==> src/rtl/qrs_isqrt.sv <==
// Pipelined integer square root, one result bit per stage, W+1 stages.
// No package dependencies; instantiated by the solver top level.
module qrs_isqrt #(
	parameter int W = 32
) (
	input  logic             clk,
	input  logic             en,
	input  logic [2*W+1:0]   rad,
	output logic [W:0]       root
);

	localparam int RW = 2*W+2;
	localparam int N  = W+1;

	logic [W+1:0]  rem_s  [N];
	logic [W:0]    root_s [N];
	logic [RW-1:0] rad_s  [N];

	for (genvar k = 0; k < N; k++) begin : g_step
		logic [W+1:0]  rem_in;
		logic [W:0]    root_in;
		logic [RW-1:0] rad_in;
		logic [W+3:0]  cur;
		logic [W+3:0]  trial;
		logic [W+3:0]  diff;
		logic          ge;

		if (k == 0) begin : g_first
			assign rem_in  = '0;
			assign root_in = '0;
			assign rad_in  = rad;
		end else begin : g_next
			assign rem_in  = rem_s[k-1];
			assign root_in = root_s[k-1];
			assign rad_in  = rad_s[k-1];
		end

		assign cur   = {rem_in, rad_in[RW-1:RW-2]};
		assign trial = {1'b0, root_in, 2'b01};
		assign diff  = cur - trial;
		assign ge    = cur >= trial;

		always_ff @(posedge clk) begin
			if (en) begin
				rem_s[k]  <= ge ? diff[W+1:0] : cur[W+1:0];
				root_s[k] <= {root_in[W-1:0], ge};
				rad_s[k]  <= {rad_in[RW-3:0], 2'b00};
			end
		end
	end

	assign root = root_s[N-1];

endmodule

==> config.mk <==
export PLATFORM = sky130hd
export DESIGN_NAME = qrs_isqrt
export DESIGN_NICKNAME = d
export VERILOG_FILES = /design/src/rtl/qrs_isqrt.sv
export SDC_FILE = /design/constraint.sdc
export NUM_CORES = 2
export LEC_CHECK = 0
export BUFFER_PORTS_ARGS = -buffer_cell sky130_fd_sc_hd__buf_2
export CORE_ASPECT_RATIO = 0.5
export CORE_MARGIN = 4
export CORE_UTILIZATION = 60
export CTS_CLUSTER_SIZE = 24
export DETAILED_ROUTE_END_ITERATION = 8
export PLACE_DENSITY = 0.76
export SETUP_SLACK_MARGIN = 0.15
export SLEW_MARGIN = 20
export SYNTH_ARGS = -nofsm -noshare
export SYNTH_HDL_FRONTEND = slang
export SYNTH_MEMORY_MAX_BITS = 65536
export SYNTH_SLANG_ARGS = --single-unit
==> constraint.sdc <==
create_clock -name clk -period 3.9 [get_ports clk]
set_input_delay 0.585 -clock clk [delete_from_list [all_inputs] [get_ports clk]]
set_output_delay 0.585 -clock clk [all_outputs]
set_load 0.005 [all_outputs]
Word-level counts from Yosys, hierarchy flattened
Memories as Yosys holds them, arrays and structs flattened.
Index checks and enable logic that the tools add are counted.
{"block": "classes", "addsub": 33, "magnitude_cmp": 33, "muxes": 35}
{"op": ">= comparator 36 x 35 -> 1 bit", "count": 32}
{"op": "2-to-1 mux 34 bit", "count": 33}
{"op": "subtractor 34 bit", "count": 32}
{"op": "subtractor 2 x 1 -> 3 bit (second input constant)", "count": 1}
{"op": ">= comparator 2 x 1 -> 1 bit (second input constant)", "count": 1}
{"op": "2-to-1 mux 1 bit", "count": 2}
{"block": "totals", "reg_bits": 0, "ramBits": 4323, "input_bits": 68, "output_inout_bits": 33, "wordCells": 104, "n_memories": 3}
{"memory": "rad_s", "depth": 33, "width": 64, "read_ports": 32, "rd_clocked_by_memory_dff": 0, "write_ports": 33, "line_no": "17", "rtl": "logic [RW-1:0] rad_s [N];"}
{"memory": "rem_s", "depth": 33, "width": 34, "read_ports": 32, "rd_clocked_by_memory_dff": 0, "write_ports": 33, "line_no": "15", "rtl": "logic [W+1:0] rem_s [N];"}
{"memory": "root_s", "depth": 33, "width": 33, "read_ports": 33, "rd_clocked_by_memory_dff": 0, "write_ports": 33, "line_no": "16", "rtl": "logic [W:0] root_s [N];"}

Longest topological paths before layout
An unclocked memory read counts as a cell.
{"block": "logic_depth", "ltp_word": 3, "mapped_depth": 15}

Worst setup path before layout
No wires, ideal clock.
{"block": "synth_path", "kind": "register -> register", "startpoint": "memory rem_s[0][226] (netlist name)", "endpoint": "memory rem_s[0][260] (netlist name), data pin", "setup_time_ns": 0.271, "t_arrival_ns": 3.046, "required_time_ns": 3.629, "path_slack_ns": 0.582, "stages_incl_launch_ff": 11, "path_buffers": 1, "synth_period_minus_slack_ns": 3.318, "cell_sequence": "edfxtp_1 -> or3_4 -> or4_1 -> or2_1 -> or3_1 -> or4_4 -> o31ai_4 -> buf_6 -> or2_2 -> nor4_1 -> xor2_1"}
{"item": "start: declaration", "line_no": "15"}

==> run summary <==
The TritonCTS clock tree is yes. The detailed router's first-iteration violation count came out at 5,296. The count of nets after finishing is 10,700.

The worst-path maximum fanout is 5. After detailed routing, the number of remaining DRC violations is 0. The height of the die came out at 329 um.

The congestion estimate from routability-driven global placement came to 0.964. The clock network fraction of design power came out at 29.0%. The setup TNS came out at 0 ps.

The flow ran to the end, and the final reports show no timing, DRC or antenna violations. The kind of path behind the tightest hold check is primary input to register. The number of hold-slack violations in the final timing report came out at 0. The global-route total usage across every layer is 21.4%. After synthesis, flip-flops and latches occupy 64.3% of the total area. Of the cells placed in the final design, the portion with a size suffix greater than 1 is 7.22%. The arrival time at the worst endpoint is 4300 ps. The startpoint type of the worst setup path is a register.

The largest individual stage delay along the critical path comes from the cell sky130_fd_sc_hd__a2111oi_0. The combinational cell fraction of total power came out at 22.2%. The count of buffers added on input and output ports is 100.

The core area came out at 204,000 um2. The leakage power figure came out at 0.0523 uW. The worst max-slew margin expressed relative to the limit came out at 40.8%. The routed design could run at a clock period as short as 3760 ps. The number of diodes added for antenna fixing came out at 0. The count of state elements after synthesis is 2,654. The clock tree skew after final layout is 56.4 ps. The number of pins exceeding their max-slew limit in the final report came out at 0.

Once layout is complete, the cells apart from fillers number 12,900. The total setup buffers inserted after CTS is 0. The number of nets in the synthesized netlist is 10,300. The warning count from the yosys run came out at 0. The initial utilization of the core area, before any placement, comes to 60.6%. Using the TritonRoute via totals, the vias-per-cell ratio works out to 5.70. Setup repair after global routing could not meet its margin everywhere. The cell area after synthesis is 124,000 um2. The total via count in the routed design is 73,600. Entering global routing, the biggest net connects 147 pins. The most used flip-flop cell after synthesis is sky130_fd_sc_hd__edfxtp_1. STA classifies the critical path endpoint as a register. The count of flip-flops with a built-in enable after synthesis is 2,654. The kind of cell with the highest combined delay along the critical path is compound AO/OA/AOI/OAI gates. The average wire length per cell after detail routing is 17.9 um. The detailed-routing iteration count for the pre-antenna-repair pass is 6.

The count of endpoints failing setup in the final report came out at 0. The cell count after placement is 12,400. The sum of buffers and inverters on the critical path is 1. The largest single stage delay on the critical path is 610 ps. Once detailed placement completed, the half-perimeter wirelength came to 163,000 um. The maximum buffer depth of the clock tree is 4.

Static timing analysis puts the maximum clock frequency at 0.266 GHz. The internal power came out at 56,300 uW. The count of max-cap constraint violations came out at 0. Counting every sink on the clock net gives 2,654.

Dividing the final minimum period by the clock period gives 96.3%. The sequential fraction of design power came out at 48.8%. The ratio of total power to cell area came out at 574 nW/um2.

The worst voltage drop across the vdd grid is 0.000466 V. The required time of the critical path is 4440 ps. The synthesized netlist cell count is 9,641.

The worst setup slack after layout came out at 143 ps. The die outline area is 214,000 um2. Across all hold checks on the routed design, the worst slack comes to 214 ps. The count of standard-cell rows is 117. The number of global-route vias before repair came to 72,600. Buffers inserted during clock tree synthesis total 231. The root buffer cell is sky130_fd_sc_hd__clkbuf_16. Walking the worst path, the cells encountered are ha_1 > a211oi_1 > nor3b_1 > o31ai_1 > buf_4 > a31oi_1 > a221o_1 > a21o_1 > a31o_2 > a2111oi_0 > xor2_1. From synthesis to final layout, the design area changed by 10.6%. The count of pins on the block boundary came out at 101. The number of antenna violations at the first check in global routing came out at 0. The fraction of power spent switching nets came out at 28.4%. The post-layout utilization of the core is 67.0%.

The mean cell area of the mapped netlist is 12.8 um2. For the worst-skew pair, the clock arrives at the later sink with an insertion delay of 860 ps. In this run, distinct cell masters in the synthesized netlist total 95. The number of filler instances in the final layout came out at 14,500. The floorplan die width came out at 651 um. The remaining antenna violation count came out at 0. The measured slew at the worst slew-check pin is 879 ps. The critical path in this run is classified as register to register. The global-route wire length before repair is 371,000 um. The switching power is 22,300 uW.

The maximum level of the CTS H-tree came out at 4. The clock-pin slew on the worst setup and hold paths is 70 ps. OpenSTA, run right after detailed placement, puts the worst setup slack at 243 ps.

The total congestion overflow after global routing came out at 0. For this run, asynchronously set or reset flops after synthesis account for 0%. Wires add up to 231,000 um.
-- stage by stage --
stage / total power [uW] / area [um2]
2_1_floorplan: 50900 / 124000
3_3_place_gp: 55700 / 129000
3_5_place_dp: 56100 / 129000
4_1_cts: 79000 / 137000
5_1_grt: 82800 / 137000
6_report: 78600 / 137000
-- power by group through the flow --
stage	Clock [uW]	Sequential, uW	Combinational, uW
final	22800	38300	17500
after floorplan	0	38000	12800
after detailed placement	0	38900	17200
after CTS	23400	38300	17300
after global routing	24700	38700	19400
after global placement	0	38800	16800
-- routing by layer --
layer,up-vias,global-route usage (%),share of wire (%),wire [um]
li1,36400,-,-,-
met1,34900,25.9,41,94800
met2,1762,38.8,51,117000
met3,538,2.84,4.2,9620
met4,0,8.87,4.3,9870
met5,-,0,0,0
-- final cells by class --
type	count	area [um2]	area share, %
tap	2737	3420	2.50
inverter	757	2840	2.07
clock buffer	274	5980	4.37
clock inverter	134	1420	1.04
multi-input combinational	6026	40700	29.7
timing repair buffer	333	2870	2.10
sequential	2654	79700	58.2
-- worst paths after layout --
kind	from	depth (start not counted)	endpoint	slack, ps
worst max-delay path	rem_s[0][887]$_DFFE_PP_	11	rem_s[0][950]$_DFFE_PP_	140
worst min-delay path	en	1	rad_s[0][435]$_DFFE_PP_	210
worst min register to register	rad_s[0][926]$_DFFE_PP_	0	rad_s[0][992]$_DFFE_PP_	380
worst max register to register	rem_s[0][887]$_DFFE_PP_	11	rem_s[0][950]$_DFFE_PP_	140
-- cell usage after synthesis, types with 21 or more instances --
library cell,number,area share [%]
sky130_fd_sc_hd__o21a_1,100,0.61
sky130_fd_sc_hd__edfxtp_1,2654,64
sky130_fd_sc_hd__a211oi_1,53,0.32
sky130_fd_sc_hd__inv_1,750,2.3
sky130_fd_sc_hd__a21oi_1,582,2.4
sky130_fd_sc_hd__a31oi_1,50,0.25
sky130_fd_sc_hd__and3_1,46,0.23
sky130_fd_sc_hd__nor2b_1,90,0.45
sky130_fd_sc_hd__buf_1,22,0.067
sky130_fd_sc_hd__and2_1,28,0.14
sky130_fd_sc_hd__nand3_1,160,0.65
sky130_fd_sc_hd__a21o_1,250,1.5
sky130_fd_sc_hd__xor2_1,451,3.2
sky130_fd_sc_hd__and4_1,22,0.16
sky130_fd_sc_hd__o21ai_0,538,2.2
sky130_fd_sc_hd__nor3_1,236,0.95
sky130_fd_sc_hd__o21bai_1,58,0.35
sky130_fd_sc_hd__nand2_1,713,2.2
sky130_fd_sc_hd__o31ai_1,65,0.39
sky130_fd_sc_hd__a2111oi_0,21,0.15
sky130_fd_sc_hd__o211ai_1,30,0.18
sky130_fd_sc_hd__xnor2_1,418,3.0
sky130_fd_sc_hd__nor3b_1,21,0.13
sky130_fd_sc_hd__mux2_2,31,0.28
sky130_fd_sc_hd__or4_1,61,0.37
sky130_fd_sc_hd__clkbuf_1,175,0.53
sky130_fd_sc_hd__nor4_1,140,0.71
sky130_fd_sc_hd__ha_1,596,6.0
sky130_fd_sc_hd__nor2_1,540,1.6
sky130_fd_sc_hd__or3_1,92,0.46
sky130_fd_sc_hd__o21ai_1,23,0.093
sky130_fd_sc_hd__or2_2,48,0.24
sky130_fd_sc_hd__nand2b_1,118,0.60
sky130_fd_sc_hd__nand4_1,102,0.52
-- cell families after synthesis --
group                    count (synthesis)  share of synthesized area [%]
adder cells (fa/ha/maj)                596                           6.02
other                                    1                        0.00303
XOR/XNOR                               869                           6.14
AO/OA/AOI/OAI                         1985                           9.95
multiplexers                            63                          0.556
buffers and inverters                  961                           2.93
flip-flops                            2654                           64.3
AND/OR/NAND/NOR                       2512                           10.1
-- sequential cells by signal, summed over array words and instances, names as in the netlist --
register  flops
rem_s      1037
rad_s      1056
root_s      561
-- repair_timing --
| action | 4_1_cts | 5_1_grt |
|---|---|---|
| gates resized for setup | 0 | 17 |
| hold buffers | 67 | 0 |
| endpoints found under the setup margin | 0 | 82 |
| hold endpoints to repair | 67 | 0 |
-- cell usage in the layout, fill, tap and decap left out, types with 67 or more instances in the layout --
master                          count
sky130_fd_sc_hd__edfxtp_1        2654
sky130_fd_sc_hd__inv_1            750
sky130_fd_sc_hd__nand2_1          713
sky130_fd_sc_hd__ha_1             596
sky130_fd_sc_hd__a21oi_1          580
sky130_fd_sc_hd__nor2_1           540
sky130_fd_sc_hd__o21ai_0          538
sky130_fd_sc_hd__xor2_1           451
sky130_fd_sc_hd__xnor2_1          418
sky130_fd_sc_hd__a21o_1           250
sky130_fd_sc_hd__nor3_1           234
sky130_fd_sc_hd__clkbuf_16        233
sky130_fd_sc_hd__nand3_1          160
sky130_fd_sc_hd__nor4_1           138
sky130_fd_sc_hd__buf_4            130
sky130_fd_sc_hd__nand2b_1         118
sky130_fd_sc_hd__nand4_1          102
sky130_fd_sc_hd__o21a_1           100
sky130_fd_sc_hd__buf_2             99
sky130_fd_sc_hd__or3_1             92
sky130_fd_sc_hd__nor2b_1           90
sky130_fd_sc_hd__dlygate4sd3_1     67
No activity file was read; power rests on OpenSTA's default activity.
